### src/hw/rtl/sctf_pkg.sv
// Package for the serial channel with translating FIFOs.
// Operation and register codes, result records, byte translation helpers.
// No dependencies.
package sctf_pkg;

	typedef enum logic [3:0] {
		OP_PUT    = 4'd0,
		OP_GET    = 4'd1,
		OP_STATUS = 4'd2,
		OP_TICK   = 4'd3,
		OP_MODEM  = 4'd4,
		OP_TERM   = 4'd5,
		OP_OPEN   = 4'd6,
		OP_CLOSE  = 4'd7,
		OP_CONC   = 4'd8
	} op_t;

	typedef enum logic [2:0] {
		REG_TRANS  = 3'd0,
		REG_HEAVY  = 3'd1,
		REG_ADDLF  = 3'd2,
		REG_REPL   = 3'd3,
		REG_STRIP  = 3'd4,
		REG_PARITY = 3'd5
	} reg_idx_t;

	typedef enum logic [1:0] {
		PAR_NONE = 2'd0,
		PAR_ODD  = 2'd1,
		PAR_EVEN = 2'd2,
		PAR_MARK = 2'd3
	} par_mode_t;

	localparam logic [7:0] CH_EOL     = 8'h9B;
	localparam logic [7:0] CH_CR      = 8'h0D;
	localparam logic [7:0] CH_LF      = 8'h0A;
	localparam logic [7:0] PRINT_BASE = 8'h20;
	localparam logic [7:0] PRINT_SPAN = 8'h5C;
	localparam logic [7:0] LS_KEEP    = 8'hA8;
	localparam logic [7:0] LOW7_MASK  = 8'h7F;
	localparam logic [7:0] FRAME_ERR  = 8'h80;
	localparam logic [7:0] CD_ON      = 8'h08;
	localparam logic [7:0] CTS_ON     = 8'h20;
	localparam logic [7:0] DSR_ON     = 8'h80;

	// result of an item before the memory read data is joined in
	typedef struct packed {
		logic       ok;
		logic       rd_pend;
		logic [7:0] status_errors;
		logic [7:0] status_lines;
		logic [5:0] input_count;
		logic [5:0] output_count;
		logic       tx_valid;
		logic       rx_accepted;
		logic       dtr_level;
		logic       rts_level;
		logic       terminal_changed;
	} res_t;

	typedef struct packed {
		logic       ok;
		logic [7:0] read_byte;
		logic [7:0] status_errors;
		logic [7:0] status_lines;
		logic [5:0] input_count;
		logic [5:0] output_count;
		logic       tx_valid;
		logic [7:0] tx_byte;
		logic       rx_accepted;
		logic       dtr_level;
		logic       rts_level;
		logic       terminal_changed;
	} out_t;

	function automatic logic [7:0] tx_parity(input logic [7:0] c, input par_mode_t m);
		logic       p;
		logic [7:0] r;
		p = ^c[6:0];
		case (m)
			PAR_ODD:  r = {~p, c[6:0]};
			PAR_EVEN: r = {p, c[6:0]};
			PAR_MARK: r = {1'b1, c[6:0]};
			default:  r = c;
		endcase
		return r;
	endfunction

	function automatic logic [7:0] rx_xlate(input logic [7:0] c, input logic strip,
			input logic te, input logic heavy, input logic [7:0] repl);
		logic [7:0] r;
		r = c;
		if (strip)
			r = r & LOW7_MASK;
		if (te) begin
			r = r & LOW7_MASK;
			if (r == CH_CR)
				r = CH_EOL;
			else if (heavy && (8'(r - PRINT_BASE) > PRINT_SPAN))
				r = repl;
		end
		return r;
	endfunction

	// pair per line: 00 always off, 01 now off, 10 now on, 11 always on
	function automatic logic [7:0] track_line(input logic [7:0] st, input logic level,
			input logic [7:0] on_bit);
		logic [7:0] pair;
		logic [7:0] r;
		pair = on_bit | (on_bit >> 1);
		r = st;
		if (level) begin
			if ((st & on_bit) == 8'h00)
				r = (st & ~pair) | on_bit;
		end else begin
			if ((st & on_bit) != 8'h00)
				r = (st & ~pair) | (on_bit >> 1);
		end
		return r;
	endfunction

	function automatic logic [7:0] status_decay(input logic [7:0] ls);
		logic [7:0] k;
		k = ls & LS_KEEP;
		return 8'(k + (k >> 1));
	endfunction

endpackage

### src/hw/rtl/sctf_if.sv
// Request and result channels of the serial channel block.
// Valid/ready handshake with the item fields as payload. No dependencies.
interface sctf_in_if;
	logic       valid;
	logic       ready;
	logic [3:0] operation;
	logic [7:0] host_byte;
	logic       rx_valid;
	logic [7:0] rx_byte;
	logic       rx_framing_error;
	logic       carrier_detect;
	logic       clear_to_send;
	logic       data_set_ready;

	modport source (output valid, operation, host_byte, rx_valid, rx_byte, rx_framing_error,
		carrier_detect, clear_to_send, data_set_ready, input ready);
	modport sink (input valid, operation, host_byte, rx_valid, rx_byte, rx_framing_error,
		carrier_detect, clear_to_send, data_set_ready, output ready);
endinterface

interface sctf_out_if;
	logic       valid;
	logic       ready;
	logic       ok;
	logic [7:0] read_byte;
	logic [7:0] status_errors;
	logic [7:0] status_lines;
	logic [5:0] input_count;
	logic [5:0] output_count;
	logic       tx_valid;
	logic [7:0] tx_byte;
	logic       rx_accepted;
	logic       dtr_level;
	logic       rts_level;
	logic       terminal_changed;

	modport source (output valid, ok, read_byte, status_errors, status_lines, input_count,
		output_count, tx_valid, tx_byte, rx_accepted, dtr_level, rts_level, terminal_changed,
		input ready);
	modport sink (input valid, ok, read_byte, status_errors, status_lines, input_count,
		output_count, tx_valid, tx_byte, rx_accepted, dtr_level, rts_level, terminal_changed,
		output ready);
endinterface

### src/hw/rtl/serial_channel_translate_fifo.sv
// Serial channel with translating receive and transmit FIFOs.
// A request updates state and reads the FIFO memory at the edge that accepts it; the result
// register is loaded from these when the output can take it, and the result is then offered.
// Throughput: one request per cycle unless the output stalls; a put that queues CR then LF holds
// the input while the LF is written into the transmit memory.
// Reset: pointers, levels, flags and configuration reset at once; FIFO contents are not cleared.
module serial_channel_translate_fifo
	import sctf_pkg::*;
#(
	parameter int RX_DEPTH = 32,
	parameter int TX_DEPTH = 32
) (
	input  logic        clk,
	input  logic        arst_n,
	input  logic        psel,
	input  logic        penable,
	input  logic        pwrite,
	input  logic [4:0]  paddr,
	input  logic [31:0] pwdata,
	output logic [31:0] prdata,
	output logic        pready,
	sctf_in_if.sink     in_ch,
	sctf_out_if.source  out_ch
);

	localparam int RXA = $clog2(RX_DEPTH);
	localparam int RXL = $clog2(RX_DEPTH + 1);
	localparam int TXA = $clog2(TX_DEPTH);
	localparam int TXL = $clog2(TX_DEPTH + 1);

	// configuration
	logic       trans_q, heavy_q, addlf_q, strip_q;
	logic [7:0] repl_q;
	par_mode_t  parity_q;
	reg_idx_t   cfg_idx;
	logic       cfg_wr;

	// channel state
	logic [RXA-1:0] rx_rptr_q, rx_rptr_d, rx_wptr_q, rx_wptr_d;
	logic [RXL-1:0] rx_lvl_q, rx_lvl_d;
	logic [TXA-1:0] tx_rptr_q, tx_rptr_d, tx_wptr_q, tx_wptr_d;
	logic [TXL-1:0] tx_lvl_q, tx_lvl_d;
	logic [7:0]     line_q, line_d;
	logic           frame_q, frame_d, lf_pend_q, lf_pend_d, conc_q, conc_d;
	logic           dtr_q, dtr_d, rts_q, rts_d;

	// second LF write
	logic           lf_wr_q, lf_wr_d;
	logic [TXA-1:0] lf_addr_q, lf_addr_d;

	// memory ports
	logic           rx_we, rx_re, tx_acc_we, tx_we, tx_re;
	logic [7:0]     tx_acc_wdata, tx_wdata, rx_rdata, tx_rdata;
	logic [TXA-1:0] tx_waddr;

	// pipeline
	logic in_fire, s1_adv, s1_valid_q, out_valid_q;
	res_t res_d, res_s1;
	out_t out_d, out_q;

	// request decode temporaries
	op_t            op;
	logic           ok, drop, tchg, txv, rxa;
	logic [7:0]     ch, serr, slines;
	logic           rx_full, tx_full;
	logic [RXA-1:0] rx_rptr_p1, rx_wptr_p1;
	logic [TXA-1:0] tx_rptr_p1, tx_wptr_p1, tx_wptr_p2;

	assign pready  = 1'b1;
	assign cfg_idx = reg_idx_t'(paddr[4:2]);
	assign cfg_wr  = psel && penable && pwrite && pready;

	always_ff @(posedge clk or negedge arst_n) begin
		if (!arst_n) begin
			trans_q  <= 1'b1;
			heavy_q  <= 1'b1;
			addlf_q  <= 1'b0;
			repl_q   <= 8'h00;
			strip_q  <= 1'b0;
			parity_q <= PAR_NONE;
		end else if (cfg_wr) begin
			unique case (cfg_idx)
				REG_TRANS:  trans_q  <= pwdata[0];
				REG_HEAVY:  heavy_q  <= pwdata[0];
				REG_ADDLF:  addlf_q  <= pwdata[0];
				REG_REPL:   repl_q   <= pwdata[7:0];
				REG_STRIP:  strip_q  <= pwdata[0];
				REG_PARITY: parity_q <= par_mode_t'(pwdata[1:0]);
				default: ;
			endcase
		end
	end

	always_comb begin
		unique case (cfg_idx)
			REG_TRANS:  prdata = {31'd0, trans_q};
			REG_HEAVY:  prdata = {31'd0, heavy_q};
			REG_ADDLF:  prdata = {31'd0, addlf_q};
			REG_REPL:   prdata = {24'd0, repl_q};
			REG_STRIP:  prdata = {31'd0, strip_q};
			REG_PARITY: prdata = {30'd0, parity_q};
			default:    prdata = 32'd0;
		endcase
	end

	// handshake
	assign s1_adv      = s1_valid_q && (!out_valid_q || out_ch.ready);
	assign in_ch.ready = !lf_wr_q && (!s1_valid_q || s1_adv);
	assign in_fire     = in_ch.valid && in_ch.ready;
	assign op          = op_t'(in_ch.operation);

	assign rx_full    = (rx_lvl_q == RXL'(RX_DEPTH));
	assign tx_full    = (tx_lvl_q == TXL'(TX_DEPTH));
	assign rx_rptr_p1 = (rx_rptr_q == RXA'(RX_DEPTH - 1)) ? '0 : rx_rptr_q + 1'b1;
	assign rx_wptr_p1 = (rx_wptr_q == RXA'(RX_DEPTH - 1)) ? '0 : rx_wptr_q + 1'b1;
	assign tx_rptr_p1 = (tx_rptr_q == TXA'(TX_DEPTH - 1)) ? '0 : tx_rptr_q + 1'b1;
	assign tx_wptr_p1 = (tx_wptr_q == TXA'(TX_DEPTH - 1)) ? '0 : tx_wptr_q + 1'b1;
	assign tx_wptr_p2 = (tx_wptr_p1 == TXA'(TX_DEPTH - 1)) ? '0 : tx_wptr_p1 + 1'b1;

	always_comb begin
		rx_rptr_d    = rx_rptr_q;
		rx_wptr_d    = rx_wptr_q;
		rx_lvl_d     = rx_lvl_q;
		tx_rptr_d    = tx_rptr_q;
		tx_wptr_d    = tx_wptr_q;
		tx_lvl_d     = tx_lvl_q;
		line_d       = line_q;
		frame_d      = frame_q;
		lf_pend_d    = lf_pend_q;
		conc_d       = conc_q;
		dtr_d        = dtr_q;
		rts_d        = rts_q;
		lf_wr_d      = 1'b0;
		lf_addr_d    = lf_addr_q;
		rx_we        = 1'b0;
		rx_re        = 1'b0;
		tx_acc_we    = 1'b0;
		tx_acc_wdata = tx_parity(CH_LF, parity_q);
		tx_re        = 1'b0;
		ok           = 1'b0;
		drop         = 1'b0;
		tchg         = 1'b0;
		txv          = 1'b0;
		rxa          = 1'b0;
		serr         = 8'h00;
		slines       = 8'h00;
		ch           = in_ch.host_byte;

		if (in_fire) begin
			unique case (op)
				OP_PUT: begin
					if (lf_pend_q) begin
						if (!tx_full) begin
							tx_acc_we = 1'b1;
							tx_wptr_d = tx_wptr_p1;
							tx_lvl_d  = tx_lvl_q + 1'b1;
							lf_pend_d = 1'b0;
							ok        = 1'b1;
						end
					end else begin
						if (trans_q) begin
							if (ch == CH_EOL)
								ch = CH_CR;
							if (heavy_q) begin
								if ((8'(ch - PRINT_BASE) > PRINT_SPAN) && (ch != CH_CR))
									drop = 1'b1;
							end else begin
								ch = ch & LOW7_MASK;
							end
						end
						if (drop) begin
							ok = 1'b1;
						end else if (!tx_full) begin
							tx_acc_we    = 1'b1;
							tx_acc_wdata = tx_parity(ch, parity_q);
							tx_wptr_d    = tx_wptr_p1;
							tx_lvl_d     = tx_lvl_q + 1'b1;
							ok           = 1'b1;
							if ((ch == CH_CR) && addlf_q && trans_q) begin
								if (tx_lvl_q == TXL'(TX_DEPTH - 1)) begin
									lf_pend_d = 1'b1;
									ok        = 1'b0;
								end else begin
									// LF goes in on the following cycle
									lf_wr_d   = 1'b1;
									lf_addr_d = tx_wptr_p1;
									tx_wptr_d = tx_wptr_p2;
									tx_lvl_d  = tx_lvl_q + TXL'(2);
								end
							end
						end
					end
				end
				OP_GET: begin
					if (rx_lvl_q != '0) begin
						rx_re     = 1'b1;
						rx_rptr_d = rx_rptr_p1;
						rx_lvl_d  = rx_lvl_q - 1'b1;
						ok        = 1'b1;
					end
				end
				OP_STATUS: begin
					serr = frame_q ? FRAME_ERR : 8'h00;
					if (conc_q) begin
						slines = 8'(rx_lvl_q);
					end else begin
						slines  = line_q;
						frame_d = 1'b0;
					end
					line_d = status_decay(line_q);
					ok     = 1'b1;
				end
				OP_TICK: begin
					if (tx_lvl_q != '0) begin
						txv       = 1'b1;
						tx_re     = 1'b1;
						tx_rptr_d = tx_rptr_p1;
						tx_lvl_d  = tx_lvl_q - 1'b1;
					end
					if (in_ch.rx_valid && !rx_full) begin
						if (in_ch.rx_framing_error)
							frame_d = 1'b1;
						rx_we     = 1'b1;
						rx_wptr_d = rx_wptr_p1;
						rx_lvl_d  = rx_lvl_q + 1'b1;
						rxa       = 1'b1;
					end
					ok = 1'b1;
				end
				OP_MODEM: begin
					line_d = track_line(track_line(track_line(line_q,
						in_ch.carrier_detect, CD_ON), in_ch.clear_to_send, CTS_ON),
						in_ch.data_set_ready, DSR_ON);
					ok = 1'b1;
				end
				OP_TERM: begin
					if (in_ch.host_byte[7] && (in_ch.host_byte[6] != dtr_q)) begin
						dtr_d = in_ch.host_byte[6];
						tchg  = 1'b1;
					end
					if (in_ch.host_byte[5] && (in_ch.host_byte[4] != rts_q)) begin
						rts_d = in_ch.host_byte[4];
						tchg  = 1'b1;
					end
					ok = 1'b1;
				end
				OP_OPEN: begin
					rx_rptr_d = '0;
					rx_wptr_d = '0;
					rx_lvl_d  = '0;
					tx_rptr_d = '0;
					tx_wptr_d = '0;
					tx_lvl_d  = '0;
					frame_d   = 1'b0;
					lf_pend_d = 1'b0;
					conc_d    = 1'b0;
					tchg      = !dtr_q || !rts_q;
					dtr_d     = 1'b1;
					rts_d     = 1'b1;
					ok        = 1'b1;
				end
				OP_CLOSE: begin
					if (tx_lvl_q == '0) begin
						if (conc_q)
							frame_d = 1'b0;
						conc_d = 1'b0;
						ok     = 1'b1;
					end
				end
				OP_CONC: begin
					conc_d    = 1'b1;
					rx_rptr_d = '0;
					rx_wptr_d = '0;
					rx_lvl_d  = '0;
					ok        = 1'b1;
				end
				default: ;
			endcase
		end

		res_d.ok               = ok;
		res_d.rd_pend          = rx_re;
		res_d.status_errors    = serr;
		res_d.status_lines     = slines;
		res_d.input_count      = 6'(rx_lvl_d);
		res_d.output_count     = 6'(tx_lvl_d);
		res_d.tx_valid         = txv;
		res_d.rx_accepted      = rxa;
		res_d.dtr_level        = dtr_d;
		res_d.rts_level        = rts_d;
		res_d.terminal_changed = tchg;
	end

	always_ff @(posedge clk or negedge arst_n) begin
		if (!arst_n) begin
			rx_rptr_q <= '0;
			rx_wptr_q <= '0;
			rx_lvl_q  <= '0;
			tx_rptr_q <= '0;
			tx_wptr_q <= '0;
			tx_lvl_q  <= '0;
			line_q    <= 8'h00;
			frame_q   <= 1'b0;
			lf_pend_q <= 1'b0;
			conc_q    <= 1'b0;
			dtr_q     <= 1'b0;
			rts_q     <= 1'b0;
			lf_wr_q   <= 1'b0;
		end else begin
			rx_rptr_q <= rx_rptr_d;
			rx_wptr_q <= rx_wptr_d;
			rx_lvl_q  <= rx_lvl_d;
			tx_rptr_q <= tx_rptr_d;
			tx_wptr_q <= tx_wptr_d;
			tx_lvl_q  <= tx_lvl_d;
			line_q    <= line_d;
			frame_q   <= frame_d;
			lf_pend_q <= lf_pend_d;
			conc_q    <= conc_d;
			dtr_q     <= dtr_d;
			rts_q     <= rts_d;
			lf_wr_q   <= lf_wr_d;
		end
	end

	always_ff @(posedge clk) begin
		lf_addr_q <= lf_addr_d;
	end

	// transmit write port: request write, or the trailing LF
	assign tx_we    = tx_acc_we || lf_wr_q;
	assign tx_waddr = lf_wr_q ? lf_addr_q : tx_wptr_q;
	assign tx_wdata = lf_wr_q ? tx_parity(CH_LF, parity_q) : tx_acc_wdata;

	sctf_ram #(.DEPTH(RX_DEPTH), .WIDTH(8)) u_rx_ram (
		.clk   (clk),
		.we    (rx_we),
		.waddr (rx_wptr_q),
		.wdata (in_ch.rx_byte),
		.re    (rx_re),
		.raddr (rx_rptr_q),
		.rdata (rx_rdata)
	);

	sctf_ram #(.DEPTH(TX_DEPTH), .WIDTH(8)) u_tx_ram (
		.clk   (clk),
		.we    (tx_we),
		.waddr (tx_waddr),
		.wdata (tx_wdata),
		.re    (tx_re),
		.raddr (tx_rptr_q),
		.rdata (tx_rdata)
	);

	// result stage: join memory read data
	always_ff @(posedge clk or negedge arst_n) begin
		if (!arst_n)
			s1_valid_q <= 1'b0;
		else if (in_fire)
			s1_valid_q <= 1'b1;
		else if (s1_adv)
			s1_valid_q <= 1'b0;
	end

	always_ff @(posedge clk) begin
		if (in_fire)
			res_s1 <= res_d;
	end

	always_comb begin
		out_d.ok               = res_s1.ok;
		out_d.read_byte        = res_s1.rd_pend ?
			rx_xlate(rx_rdata, strip_q, trans_q, heavy_q, repl_q) : 8'h00;
		out_d.status_errors    = res_s1.status_errors;
		out_d.status_lines     = res_s1.status_lines;
		out_d.input_count      = res_s1.input_count;
		out_d.output_count     = res_s1.output_count;
		out_d.tx_valid         = res_s1.tx_valid;
		out_d.tx_byte          = res_s1.tx_valid ? tx_rdata : 8'h00;
		out_d.rx_accepted      = res_s1.rx_accepted;
		out_d.dtr_level        = res_s1.dtr_level;
		out_d.rts_level        = res_s1.rts_level;
		out_d.terminal_changed = res_s1.terminal_changed;
	end

	always_ff @(posedge clk or negedge arst_n) begin
		if (!arst_n)
			out_valid_q <= 1'b0;
		else if (s1_adv)
			out_valid_q <= 1'b1;
		else if (out_ch.ready)
			out_valid_q <= 1'b0;
	end

	always_ff @(posedge clk) begin
		if (s1_adv)
			out_q <= out_d;
	end

	assign out_ch.valid            = out_valid_q;
	assign out_ch.ok               = out_q.ok;
	assign out_ch.read_byte        = out_q.read_byte;
	assign out_ch.status_errors    = out_q.status_errors;
	assign out_ch.status_lines     = out_q.status_lines;
	assign out_ch.input_count      = out_q.input_count;
	assign out_ch.output_count     = out_q.output_count;
	assign out_ch.tx_valid         = out_q.tx_valid;
	assign out_ch.tx_byte          = out_q.tx_byte;
	assign out_ch.rx_accepted      = out_q.rx_accepted;
	assign out_ch.dtr_level        = out_q.dtr_level;
	assign out_ch.rts_level        = out_q.rts_level;
	assign out_ch.terminal_changed = out_q.terminal_changed;

endmodule

### src/hw/rtl/sctf_ram.sv
// Byte FIFO storage: one write port, one read port with registered data.
// Read data holds until the next read. No dependencies.
module sctf_ram #(
	parameter int DEPTH = 32,
	parameter int WIDTH = 8
) (
	input  logic                     clk,
	input  logic                     we,
	input  logic [$clog2(DEPTH)-1:0] waddr,
	input  logic [WIDTH-1:0]         wdata,
	input  logic                     re,
	input  logic [$clog2(DEPTH)-1:0] raddr,
	output logic [WIDTH-1:0]         rdata
);

	logic [WIDTH-1:0] mem_q [DEPTH];
	logic [WIDTH-1:0] rdata_q;

	always_ff @(posedge clk) begin
		if (we)
			mem_q[waddr] <= wdata;
	end

	always_ff @(posedge clk) begin
		if (re)
			rdata_q <= mem_q[raddr];
	end

	assign rdata = rdata_q;

endmodule
### src/flat_wrapper.sv
// flat-port wrapper written by rule: the top's interface ports become plain ports
module serial_channel_translate_fifo_flat import sctf_pkg::*;
#(
	parameter int RX_DEPTH = 32,
	parameter int TX_DEPTH = 32
)
  (clk, arst_n, psel, penable, pwrite, paddr, pwdata, prdata, pready, in_ch_valid, in_ch_operation, in_ch_host_byte, in_ch_rx_valid, in_ch_rx_byte, in_ch_rx_framing_error, in_ch_carrier_detect, in_ch_clear_to_send, in_ch_data_set_ready, in_ch_ready, out_ch_valid, out_ch_ok, out_ch_read_byte, out_ch_status_errors, out_ch_status_lines, out_ch_input_count, out_ch_output_count, out_ch_tx_valid, out_ch_tx_byte, out_ch_rx_accepted, out_ch_dtr_level, out_ch_rts_level, out_ch_terminal_changed, out_ch_ready);
  sctf_in_if in_ch_i ();
  sctf_out_if out_ch_i ();
  input  logic clk;
  input  logic arst_n;
  input  logic psel;
  input  logic penable;
  input  logic pwrite;
  input  logic [4:0] paddr;
  input  logic [31:0] pwdata;
  output logic [31:0] prdata;
  output logic pready;
  input wire logic [$bits(in_ch_i.valid)-1:0] in_ch_valid;
  input wire logic [$bits(in_ch_i.operation)-1:0] in_ch_operation;
  input wire logic [$bits(in_ch_i.host_byte)-1:0] in_ch_host_byte;
  input wire logic [$bits(in_ch_i.rx_valid)-1:0] in_ch_rx_valid;
  input wire logic [$bits(in_ch_i.rx_byte)-1:0] in_ch_rx_byte;
  input wire logic [$bits(in_ch_i.rx_framing_error)-1:0] in_ch_rx_framing_error;
  input wire logic [$bits(in_ch_i.carrier_detect)-1:0] in_ch_carrier_detect;
  input wire logic [$bits(in_ch_i.clear_to_send)-1:0] in_ch_clear_to_send;
  input wire logic [$bits(in_ch_i.data_set_ready)-1:0] in_ch_data_set_ready;
  output wire logic [$bits(in_ch_i.ready)-1:0] in_ch_ready;
  output wire logic [$bits(out_ch_i.valid)-1:0] out_ch_valid;
  output wire logic [$bits(out_ch_i.ok)-1:0] out_ch_ok;
  output wire logic [$bits(out_ch_i.read_byte)-1:0] out_ch_read_byte;
  output wire logic [$bits(out_ch_i.status_errors)-1:0] out_ch_status_errors;
  output wire logic [$bits(out_ch_i.status_lines)-1:0] out_ch_status_lines;
  output wire logic [$bits(out_ch_i.input_count)-1:0] out_ch_input_count;
  output wire logic [$bits(out_ch_i.output_count)-1:0] out_ch_output_count;
  output wire logic [$bits(out_ch_i.tx_valid)-1:0] out_ch_tx_valid;
  output wire logic [$bits(out_ch_i.tx_byte)-1:0] out_ch_tx_byte;
  output wire logic [$bits(out_ch_i.rx_accepted)-1:0] out_ch_rx_accepted;
  output wire logic [$bits(out_ch_i.dtr_level)-1:0] out_ch_dtr_level;
  output wire logic [$bits(out_ch_i.rts_level)-1:0] out_ch_rts_level;
  output wire logic [$bits(out_ch_i.terminal_changed)-1:0] out_ch_terminal_changed;
  input wire logic [$bits(out_ch_i.ready)-1:0] out_ch_ready;
  assign in_ch_i.valid = in_ch_valid;
  assign in_ch_i.operation = in_ch_operation;
  assign in_ch_i.host_byte = in_ch_host_byte;
  assign in_ch_i.rx_valid = in_ch_rx_valid;
  assign in_ch_i.rx_byte = in_ch_rx_byte;
  assign in_ch_i.rx_framing_error = in_ch_rx_framing_error;
  assign in_ch_i.carrier_detect = in_ch_carrier_detect;
  assign in_ch_i.clear_to_send = in_ch_clear_to_send;
  assign in_ch_i.data_set_ready = in_ch_data_set_ready;
  assign in_ch_ready = in_ch_i.ready;
  assign out_ch_valid = out_ch_i.valid;
  assign out_ch_ok = out_ch_i.ok;
  assign out_ch_read_byte = out_ch_i.read_byte;
  assign out_ch_status_errors = out_ch_i.status_errors;
  assign out_ch_status_lines = out_ch_i.status_lines;
  assign out_ch_input_count = out_ch_i.input_count;
  assign out_ch_output_count = out_ch_i.output_count;
  assign out_ch_tx_valid = out_ch_i.tx_valid;
  assign out_ch_tx_byte = out_ch_i.tx_byte;
  assign out_ch_rx_accepted = out_ch_i.rx_accepted;
  assign out_ch_dtr_level = out_ch_i.dtr_level;
  assign out_ch_rts_level = out_ch_i.rts_level;
  assign out_ch_terminal_changed = out_ch_i.terminal_changed;
  assign out_ch_i.ready = out_ch_ready;
  serial_channel_translate_fifo #(.RX_DEPTH(RX_DEPTH), .TX_DEPTH(TX_DEPTH)) u_core (.clk(clk), .arst_n(arst_n), .psel(psel), .penable(penable), .pwrite(pwrite), .paddr(paddr), .pwdata(pwdata), .prdata(prdata), .pready(pready), .in_ch(in_ch_i), .out_ch(out_ch_i));
endmodule
### config.mk
export PLATFORM = sky130hd
export DESIGN_NAME = serial_channel_translate_fifo_flat
export DESIGN_NICKNAME = d
export VERILOG_FILES = /design/src/hw/rtl/sctf_pkg.sv /design/src/hw/rtl/sctf_if.sv /design/src/hw/rtl/serial_channel_translate_fifo.sv /design/src/hw/rtl/sctf_ram.sv /design/src/flat_wrapper.sv
export SDC_FILE = /design/constraint.sdc
export NUM_CORES = 1
export LEC_CHECK = 0
export BUFFER_PORTS_ARGS = -buffer_cell sky130_fd_sc_hd__clkbuf_2
export CORE_ASPECT_RATIO = 1.4
export CORE_MARGIN = 5
export CORE_UTILIZATION = 55
export CTS_BUF_LIST = sky130_fd_sc_hd__clkbuf_8
export DETAILED_ROUTE_END_ITERATION = 16
export GPL_ROUTABILITY_DRIVEN = 0
export PLACE_DENSITY = 0.73
export SYNTH_ARGS = -nofsm -noshare
export SYNTH_HDL_FRONTEND = slang
export SYNTH_SLANG_ARGS = --single-unit
### constraint.sdc
create_clock -name clk -period 7.85 [get_ports clk]
set_clock_uncertainty 0.05 [all_clocks]
set_input_delay 0.3925 -clock clk [delete_from_list [all_inputs] [get_ports clk]]
set_output_delay 0.3925 -clock clk [all_outputs]
set_load 0.02 [all_outputs]
==> results of run 1 <==
-- final timing paths --
| check | startpoint | end |
|---|---|---|
| setup reg to reg | u_core.lf_wr_q | u_core.u_tx_ram.mem_q[29][4] |
| max in group asynchronous | arst_n | u_core.tx_rptr_q[0] |
| hold / removal | in_ch_host_byte[6] | u_core.dtr_q |
| hold reg to reg | u_core.out_d[26] | u_core.out_ch.status_lines[1] |
| min in group asynchronous | arst_n | u_core.rx_wptr_q[1] |
| setup / recovery | u_core.lf_wr_q | u_core.u_tx_ram.mem_q[29][4] |
-- metrics by stage --
| step | cells | hold WS [ns] | utilization | instance area, µm² | power (mW) |
|---|---|---|---|---|---|
| 2_1_floorplan | 1782 | 0.04691 | - | 28210 | 5.399 |
| 3_3_place_gp | 2419 | 0.3548 | 0.5702 | 29020 | 5.796 |
| 3_5_place_dp | 2419 | 0.3562 | 0.5702 | 29020 | 5.834 |
| 4_1_cts | 2613 | 0.01374 | 0.6085 | 30970 | 8.420 |
| 5_1_grt | 2613 | 0.05717 | 0.6085 | 30970 | 8.722 |
| 6_report | 2622 | 0.08194 | 0.6090 | 30990 | 8.350 |
-- per-layer routing --
layer	global-route usage	part of all wire	up-vias
met4	0.08388	0.034	6
met5	0	0.00066	-
met1	0.2569	0.36	8041
met2	0.4009	0.54	658
met3	0.04151	0.063	148
li1	-	-	7206
-- cell type report --
| class | instances | area share |
|---|---|---|
| antenna | 9 | 0.0007268 |
| timing repair buffer | 127 | 0.02423 |
| tap | 650 | 0.02624 |
| clock inverter | 81 | 0.01445 |
| clock buffer | 99 | 0.04397 |
| inverter | 34 | 0.004118 |
| multi-input combinational | 958 | 0.2522 |
| sequential | 664 | 0.6341 |
-- flip-flops by register name (all words and copies together) (netlist names), 2 cells and up --
register                    cells
u_core.line_q                   6
u_core.out_ch.read_byte         8
u_core.rx_wptr_q                5
u_core.out_ch.status_lines      8
u_core.tx_lvl_q                 6
u_core.repl_q                   8
u_core.u_rx_ram.rdata           8
u_core.out_ch.input_count       6
u_core.out_d                   27
u_core.u_tx_ram.rdata           8
u_core.u_rx_ram.mem_q         256
u_core.rx_rptr_q                5
u_core.tx_rptr_q                5
u_core.out_ch.output_count      6
u_core.rx_lvl_q                 6
u_core.tx_wptr_q                5
u_core.lf_addr_q                5
u_core.out_ch.tx_byte           8
u_core.u_tx_ram.mem_q         256
u_core.parity_q                 2
-- where the power goes --
group | switching (mW) | internal, mW | leakage [nW]
registers | 0.232 | 3.99 | 6.52
clock network | 1.27 | 1.31 | 1.04
logic | 0.889 | 0.654 | 3.17
total | 2.39 | 5.96 | 10.7
-- cells in the final DEF, fill, tap and decap left out, types with 17 or more instances in the layout --
cell type  instances
mux2_2            26
mux4_2            80
clkbuf_2          94
ha_1              25
clkinv_1          32
conb_1            32
o31ai_1           21
nand2_1           89
clkbuf_8          99
nor2_1           112
edfxtp_1         604
o221ai_1          73
a21oi_1           45
and2_1            23
inv_1             63
buf_4             18
and3_1            19
nor3_1            46
mux2i_1          105
o21ai_0           51
dfrtp_1           56
nand3_1           17
-- timing repair --
item	in CTS	in global routing
hold buffers	14	0
hold endpoints to repair	79	0
gates resized for setup	0	0
-- logic make-up after synthesis --
group | count (synthesis)
other | 2
AOI/OAI and AO/OA | 291
and+or+nand+nor | 387
adders and majority gates | 25
buffers and inverters | 160
xor gates and xnor gates | 12
DFF | 664
muxes | 211
-- critical path, cell delays in order, from the launching register on --
cell and delay [ns]:
dfrtp_1 0.66, nand3b_1 0.71, inv_1 0.22, nand2_1 0.18
nor2_1 0.37, a32oi_4 0.32, nor3_1 1.14
==> impl_metrics.env, run 1 <==
export IMPL_hold_viol=0
export IMPL_vias=16059
export IMPL_numCtsBuffers=97
export IMPL_yosys_warnings=0
export IMPL_arrival_ns=4.30
export IMPL_wl_per_cell_um=23.69
export IMPL_totalWireLength_um=62100
export IMPL_clk_latency_ns=0.69
export IMPL_seq_area_mm2=0.01965
export IMPL_min_path_cells=2
export IMPL_fmax_mhz=246.0
export IMPL_critPathLaunchType="flip-flop"
export IMPL_grt_use_total=0.2195
export IMPL_io_buffers=95
export IMPL_period_share=0.5179
export IMPL_cts_tree="built"
export IMPL_io_pins=154
export IMPL_min_path_type="primary input to flip-flop"
export IMPL_fin_ws_ns=3.784
export IMPL_maxSlewHeadroom=0.1074
export IMPL_status="finished, final reports clean"
export IMPL_area_growth_pct=10.27
export IMPL_cts_root_buf="clkbuf_8"
export IMPL_cp_end_kind="flip-flop"
export IMPL_cp_max_fo=21
export IMPL_core_area_mm2=0.05089
export IMPL_p_per_area_mw_per_mm2=269.5
export IMPL_layout_drive_gt1_share=0.1895
export IMPL_remaining_drc_errors=0
export IMPL_leakagePower_nw=10.73
export IMPL_grt_pass1_vias=16100
export IMPL_fillers=3678
export IMPL_die_w_um=201.0
export IMPL_final_max_slew_viol_count=0
export IMPL_synth_top_area_share=0.6454
export IMPL_cap_viol_max_count=0
export IMPL_grt_overflow=0
export IMPL_synth_seq_cells=664
export IMPL_grt_max_degree=64
export IMPL_netlist_area_mm2=0.02810
export IMPL_synth_compound_area_frac=0.07783
export IMPL_start_util=0.5522
export IMPL_routed_via_density=6.125
export IMPL_fin_nets=1976
export IMPL_clock_sinks=664
export IMPL_ys_types=92
export IMPL_clkTransAtPathRegs_ns=0.06
export IMPL_synth_fa_ha_area_frac=0.01113
export IMPL_synth_avg_cell_area_um2=16.04
export IMPL_setup_tns_ns=0
export IMPL_synth_edf_count=604
export IMPL_yosysMostFrequentCell="edfxtp_1"
export IMPL_yosys_area_share_xor_xnor=0.003740
export IMPL_peakVddDrop_mv=0.1751
export IMPL_critPathKind="flip-flop to flip-flop"
export IMPL_synth_cells=1752
export IMPL_std_cell_rows=98
export IMPL_critPathRequiredTime_ns=8.09
export IMPL_pre_cts_slack_ns=3.769
export IMPL_fp_dieArea_mm2=0.05578
export IMPL_cts_htree_levels=3
export IMPL_grt_pass1_wl_um=94430
export IMPL_synth_top_family_by_area="multiplexers"
export IMPL_setup_violations=0
export IMPL_antenna_found_initial=9
export IMPL_ys_top_cells_by_count="edfxtp_1 (604), nor2_1 (115), mux2i_1 (105), nand2_1 (89), mux4_2 (80)"
export IMPL_synthFlopType="edfxtp_1"
export IMPL_postRouteAntennaNets=0
export IMPL_hpwl_um=40850
export IMPL_yosysSeqAreaShare=0.6989
export IMPL_postCtsSetupBuffers=0
export IMPL_reg2reg_depth=6
export IMPL_synth_simple_area_share=0.06866
export IMPL_dr_first_iter_drc_count=1346
export IMPL_chipHeight_um=277.5
export IMPL_async_reset_ff_frac=0.09036
export IMPL_yosysTopAreaCell="edfxtp_1"
export IMPL_muxShareOfSynthArea=0.1119
export IMPL_grt_setup_unrepaired="no"
export IMPL_synth_area_top_cells="edfxtp_1 (65%), mux4_2 (6.4%), dfrtp_1 (5.2%)"
export IMPL_reg2reg_slack_ns=3.78
export IMPL_worst_pin_slew_ns=1.329
export IMPL_dr_pass1_iters=6
export IMPL_period_needed_ns=4.066
export IMPL_cts_buffer_depth=3
export IMPL_multi_input_area_mm2=0.007815
Note: power is estimated with default switching activity, not from simulation.
==> run 2: changes to the inputs <==
--- a/config.mk
+++ b/config.mk
@@ -5,6 +5,7 @@
 export SDC_FILE = /design/constraint.sdc
 export NUM_CORES = 1
 export LEC_CHECK = 0
+export ABC_AREA = 1
 export BUFFER_PORTS_ARGS = -buffer_cell sky130_fd_sc_hd__clkbuf_2
 export CORE_ASPECT_RATIO = 1.4
 export CORE_MARGIN = 5
@@ -12,7 +13,7 @@
 export CTS_BUF_LIST = sky130_fd_sc_hd__clkbuf_8
 export DETAILED_ROUTE_END_ITERATION = 16
 export GPL_ROUTABILITY_DRIVEN = 0
-export PLACE_DENSITY = 0.73
+export PLACE_DENSITY = 0.76
 export SYNTH_ARGS = -nofsm -noshare
 export SYNTH_HDL_FRONTEND = slang
 export SYNTH_SLANG_ARGS = --single-unit
==> constraint.sdc (replaced) <==
create_clock -name clk -period 3.5 [get_ports clk]
set_clock_uncertainty 0.05 [all_clocks]
set_input_delay 0.175 -clock clk [delete_from_list [all_inputs] [get_ports clk]]
set_output_delay 0.175 -clock clk [all_outputs]
set_load 0.02 [all_outputs]
==> run 2 against run 1 <==
  * Global-route usage grew 2.0 points
  * Cell count grew 24%
  * Sequential share of layout area shrank 0.99 points
  * Sequential cell count unchanged
  * Critical endpoint is now u_core.u_rx_ram.mem_q[28][6]
  * Largest power group unchanged
  * Highest routed layer is now met4
==> impl_metrics.env, run 2 <==
export IMPL_status="finished, final reports clean"
export IMPL_grt_pass1_vias=18976
export IMPL_cts_buffer_depth=3
export IMPL_holdWs_ns=0.1328
export IMPL_die_w_um=201.1
export IMPL_min_path_cells=4
export IMPL_io_pins=154
export IMPL_synth_avg_cell_area_um2=11.93
export IMPL_period_share=0.9066
export IMPL_start_util=0.5526
export IMPL_cts_tree="built"
export IMPL_maxSlewHeadroom=0.2877
export IMPL_synth_area_top_cells="edfxtp_1 (64%), o21ai_0 (6.0%), nor2_1 (5.7%)"
export IMPL_ys_types=56
export IMPL_cp_max_fo=8
export IMPL_setup_tns_ns=0
export IMPL_synth_cells=2357
export IMPL_vias=19324
export IMPL_layout_drive_gt1_share=0.1294
export IMPL_area_growth_pct=11.94
export IMPL_reg2reg_depth=10
export IMPL_arrival_ns=3.44
export IMPL_fp_dieArea_mm2=0.05582
export IMPL_final_common_cell="edfxtp_1"
export IMPL_numCtsBuffers=95
export IMPL_dr_first_iter_drc_count=1873
export IMPL_clkTransAtPathRegs_ns=0.06
export IMPL_reg2reg_to="u_core.u_rx_ram.mem_q[28][6]"
export IMPL_wl_per_cell_um=21.05
export IMPL_grt_pass1_wl_um=104700
export IMPL_core_area_mm2=0.05089
export IMPL_cts_root_buf="clkbuf_8"
export IMPL_ctsResizeCount=0
export IMPL_peakVddDrop_mv=0.4663
export IMPL_synth_edf_count=604
export IMPL_yosysTopAreaCell="edfxtp_1"
export IMPL_io_buffers=95
export IMPL_async_reset_ff_frac=0.09036
export IMPL_synthFlopType="edfxtp_1"
export IMPL_min_from="in_ch_host_byte[7]"
export IMPL_worstReg2RegStart="u_core.rx_lvl_q[0]"
export IMPL_cts_htree_levels=3
export IMPL_layout_common_cells="edfxtp_1 (604), nor2_1 (421), o21ai_0 (336)"
export IMPL_fin_nets=2616
export IMPL_clk_latency_ns=0.70
export IMPL_std_cell_rows=98
export IMPL_critPathRequiredTime_ns=3.76
export IMPL_final_area_mm2=0.03148
export IMPL_worstHoldEndpoint="u_core.out_d[2]"
export IMPL_yosysMostFrequentCell="edfxtp_1"
export IMPL_netlist_area_mm2=0.02812
export IMPL_routed_via_density=5.950
export IMPL_yosysSeqAreaShare=0.6985
export IMPL_clock_sinks=664
export IMPL_grt_overflow=0
export IMPL_postRouteAntennaNets=0
export IMPL_dr_pass1_iters=9
export IMPL_fin_cells=3248
export IMPL_postLayoutCoreUtil=0.6186
export IMPL_setup_violations=0
export IMPL_ys_top_cells_by_count="edfxtp_1 (604), nor2_1 (425), o21ai_0 (336), nand2_1 (197), o22ai_1 (148)"
export IMPL_final_max_slew_viol_count=0
export IMPL_critPathLaunchType="flip-flop"
export IMPL_yosys_warnings=0
export IMPL_cp_end_kind="flip-flop"
export IMPL_reg2reg_slack_ns=0.33
export IMPL_synth_top_area_share=0.6450
export IMPL_totalWireLength_um=68370
export IMPL_p_per_area_mw_per_mm2=684.4
export IMPL_remaining_drc_errors=0
export IMPL_hpwl_um=44140
export IMPL_critPathKind="flip-flop to flip-flop"
export IMPL_grt_use_total=0.2390
export IMPL_dp_cells=3038
export IMPL_worst_pin_slew_ns=1.066
export IMPL_period_needed_ns=3.173
export IMPL_placedInstanceArea_mm2=0.02925
export IMPL_grt_setup_unrepaired="no"
export IMPL_cap_viol_max_count=0
export IMPL_chipHeight_um=277.5
export IMPL_synth_seq_cells=664
export IMPL_hold_viol=0
export IMPL_leakagePower_nw=11.65
export IMPL_min_path_type="primary input to flip-flop"
export IMPL_grt_max_degree=130
export IMPL_antenna_found_initial=1
export IMPL_fmax_mhz=315.1
run 2: changes by cell type after synthesis, moves of 22 or more:
cell	change
nand3_1	+36
nor3_1	-30
o221ai_1	-58
nor2_1	+310
and2_1	-24
clkbuf_1	+22
o21ai_0	+284
mux2i_1	-77
nand2_1	+108
o22ai_1	+136
mux2_2	-25
mux4_2	-80
inv_1	+86
run 2: cells by family after synthesis:
family                   count (synthesis)  share of synthesized area
buffers and inverters                  273                    0.04271
AND/OR/NAND/NOR                        745                     0.1132
multiplexers                            29                    0.01037
flip-flops                             664                     0.6985
other                                    2                  0.0002671
adder cells (fa/ha/maj)                 25                    0.01112
XOR/XNOR                                16                   0.004984
AO/OA/AOI/OAI                          603                     0.1189
run 2: per-stage QoR:
stage	power, mW	setup WS (ns)
2_1_floorplan	13.55	0.3716
3_3_place_gp	15.33	0.6259
3_5_place_dp	15.52	0.4687
4_1_cts	21.50	0.4382
5_1_grt	22.54	0.1817
6_report	21.54	0.3268
run 2: how the worst max path moves through the flow:
stage	endpoint	start	slack [ns]
5_1_grt	u_core.u_rx_ram.mem_q[29][5]	u_core.rx_lvl_q[1]	0.18
3_5_place_dp	u_core.u_rx_ram.mem_q[13][2]	u_core.rx_lvl_q[0]	0.47
4_1_cts	u_core.u_rx_ram.mem_q[9][7]	u_core.rx_lvl_q[0]	0.44
2_1_floorplan	u_core.out_ch.dtr_level	u_core.out_ch.valid	0.37
6_report	u_core.u_rx_ram.mem_q[28][6]	u_core.rx_lvl_q[0]	0.33
3_3_place_gp	u_core.u_tx_ram.mem_q[16][1]	u_core.tx_lvl_q[1]	0.63
run 2: cell type report:
| cell class | instances | area (µm²) |
|---|---|---|
| clock buffers | 100 | 1376 |
| repair buffers | 180 | 1244 |
| flip-flops and latches | 664 | 19650 |
| clock inverters | 71 | 473.0 |
| diodes | 2 | 5.005 |
| inverters | 131 | 498.0 |
| fillers | 3772 | 19410 |
| well taps | 650 | 813.3 |
| multi-input cells | 1450 | 7420 |
run 2: critical path, stage by stage (launching register included):
cell     delay, ns
dfrtp_1       0.35
inv_1         0.13
ha_1          0.23
nor3b_1       0.16
nand3_1       0.09
nand2_1       0.10
nor2_2        0.25
inv_1         0.14
nor2_2        0.18
nand2_1       0.42
nor2_1        0.68
run 2: report_power, final:
part	total (mW)	internal, mW	switching, mW	leakage (nW)
registers	9.35	9.05	0.307	6.38
logic	6.20	1.82	4.38	4.22
clock network	5.99	3.10	2.89	1.04
run 2: metal layers:
metal  GRT usage  up-vias  wire length [µm]
li1            -     8793                 -
met1      0.2751     9302             24230
met2      0.4297     1016             35960
met3     0.03356      213              4660
met4      0.1314        0              3517
met5           0        -                 0
run 2: repair_timing:
action / in CTS / in global routing
endpoints found under the hold margin: 69 / 0
buffers inserted: 0 / 0
hold buffers: 37 / 0
==> run 3: changes to the inputs <==
--- a/config.mk
+++ b/config.mk
@@ -5,7 +5,6 @@
 export SDC_FILE = /design/constraint.sdc
 export NUM_CORES = 1
 export LEC_CHECK = 0
-export ABC_AREA = 1
 export BUFFER_PORTS_ARGS = -buffer_cell sky130_fd_sc_hd__clkbuf_2
 export CORE_ASPECT_RATIO = 1.4
 export CORE_MARGIN = 5
==> run 3 against run 2 <==
  * Via count down 16%
  * Sequential power up 0.7%
  * Wire length down 7.5%
  * Critical path type is now primary input to flip-flop
  * Largest cell class unchanged
  * Largest power group unchanged
==> impl_metrics.env, run 3 (synthesized netlist as in run 1, its figures left out) <==
export IMPL_layout_common_cells="edfxtp_1 (604), nor2_1 (112), mux2i_1 (105)"
export IMPL_start_util=0.5522
export IMPL_cp_end_kind="flip-flop"
export IMPL_met2_wirelength_um=34050
export IMPL_dr_pass1_iters=6
export IMPL_fmax_mhz=301.0
export IMPL_period_share=0.9493
export IMPL_totalWireLength_um=63260
export IMPL_dr_first_iter_drc_count=1398
export IMPL_die_w_um=201.0
export IMPL_arrival_ns=3.67
export IMPL_wl_per_cell_um=23.48
export IMPL_grt_max_degree=49
export IMPL_drt_met1_wl_um=22280
export IMPL_hold_viol=0
export IMPL_postRouteAntennaNets=0
export IMPL_wl_met3_um=4030
export IMPL_final_common_cell="edfxtp_1"
export IMPL_vias=16269
export IMPL_fin_nets=2049
export IMPL_io_buffers=95
export IMPL_cts_root_buf="clkbuf_8"
export IMPL_numCtsBuffers=95
export IMPL_grt_setup_unrepaired="no"
export IMPL_pre_cts_slack_ns=0.01418
export IMPL_core_area_mm2=0.05089
export IMPL_grt_overflow=0
export IMPL_peakVddDrop_mv=0.4546
export IMPL_p_per_area_mw_per_mm2=600.5
export IMPL_dr_max_layer_used="met5"
export IMPL_leakagePower_nw=11.09
export IMPL_critPathRequiredTime_ns=3.85
export IMPL_chipHeight_um=277.5
export IMPL_setup_violations=0
export IMPL_postCtsSetupBuffers=0
export IMPL_cp_max_fo=7
export IMPL_antenna_found_initial=10
export IMPL_final_max_slew_viol_count=0
export IMPL_grt_use_total=0.2267
export IMPL_critPathLaunchType="primary input"
export IMPL_layout_drive_gt1_share=0.2191
export IMPL_hpwl_um=42720
export IMPL_std_cell_rows=98
export IMPL_cts_buffer_depth=3
export IMPL_routed_via_density=6.039
export IMPL_min_path_type="primary input to flip-flop"
export IMPL_status="finished, final reports clean"
export IMPL_remaining_drc_errors=0
export IMPL_maxSlewHeadroom=0.1933
export IMPL_period_needed_ns=3.323
export IMPL_cts_htree_levels=3
export IMPL_fin_ws_ns=0.1773
export IMPL_clkTransAtPathRegs_ns=0.06
export IMPL_setup_tns_ns=0
export IMPL_area_growth_pct=12.71
export IMPL_fp_dieArea_mm2=0.05578
export IMPL_clk_latency_ns=0.70
export IMPL_grt_pass1_wl_um=97700
export IMPL_io_pins=154
export IMPL_critPathKind="primary input to flip-flop"
export IMPL_fillers=3653
export IMPL_worst_pin_slew_ns=1.201
export IMPL_cap_viol_max_count=0
export IMPL_finalPower_mw=19.02
export IMPL_clock_sinks=664
export IMPL_grt_pass1_vias=17008
export IMPL_cts_tree="built"
[run 3: changes by cell type in the layout (fill, tap and decap cells not counted), moves of 58 or more]
cell,delta
nor2_1,-309
o21ai_0,-285
o22ai_1,-136
nand2_1,-108
inv_1,-89
mux4_2,+80
mux2i_1,+77
o221ai_1,+58
[run 3: where the power goes]
group          leakage [nW]  switching (mW)  internal [mW]  total [mW]
logic                  3.54            2.09           1.60        3.70
registers              6.52           0.471           8.95        9.42
clock network          1.02            2.90           3.00        5.90
total                  11.1            5.47           13.6        19.0
[run 3: metrics by stage]
step,cell area [µm²],cells,hold WS [ns],utilization
global route,31660,2689,0.06809,0.6222
global placement,29500,2478,0.3220,0.5796
finish,31670,2694,0.08867,0.6224
CTS,31650,2686,0.02803,0.6219
detailed placement,29500,2478,0.3367,0.5796
floorplan,28210,1782,-0.1706,-
[run 3: final cells by class]
class                           instances  area [µm²]  share of cell area
Antenna cell                            8       20.02           0.0006321
Clock buffer                          101        1390             0.04389
Clock inverter                         77       459.2             0.01450
Inverter                               34       127.6            0.004029
Multi-Input combinational cell        958        7823              0.2470
Sequential cell                       664       19650              0.6204
Tap cell                              650       813.3             0.02568
Timing Repair Buffer                  202        1391             0.04393
[run 3: critical path, cell delays in order]
cell and delay, ns:
dlygate4sd3_1 0.57, clkbuf_2 0.19, and4bb_4 0.37, and4_1 0.19, nand2_1 0.10, nand2_1 0.13, ha_1 0.15, and4b_1 0.22
o311ai_1 0.16, a21o_1 0.29, a2111oi_2 0.46, nor3_1 0.11, a221oi_1 0.55
[run 3: layer usage]
layer,vias up,global-route usage
met1,8127,0.2548
met4,6,0.1123
met3,159,0.04560
met2,628,0.4105
li1,7349,-
met5,-,0
[run 3: repair_timing]
item                       4_1_cts  5_1_grt
hold endpoints to repair        68        0
gates resized for setup          0        2
hold buffers                    30        0
setup endpoints to repair        0       32
[run 3: final timing paths]
path,from,to,slack [ns],cells after the start
max in group asynchronous,arst_n,u_core.heavy_q,2.28,3
max,in_ch_host_byte[6],u_core.out_d[16],0.18,13
min reg2reg,u_core.out_d[15],u_core.out_ch.output_count[2],0.36,0
min in group asynchronous,arst_n,u_core.rx_wptr_q[4],0.16,2
max reg2reg,u_core.rx_lvl_q[0],u_core.u_rx_ram.mem_q[15][1],0.26,8
min,in_ch_operation[0],u_core.rx_rptr_q[3],0.09,3
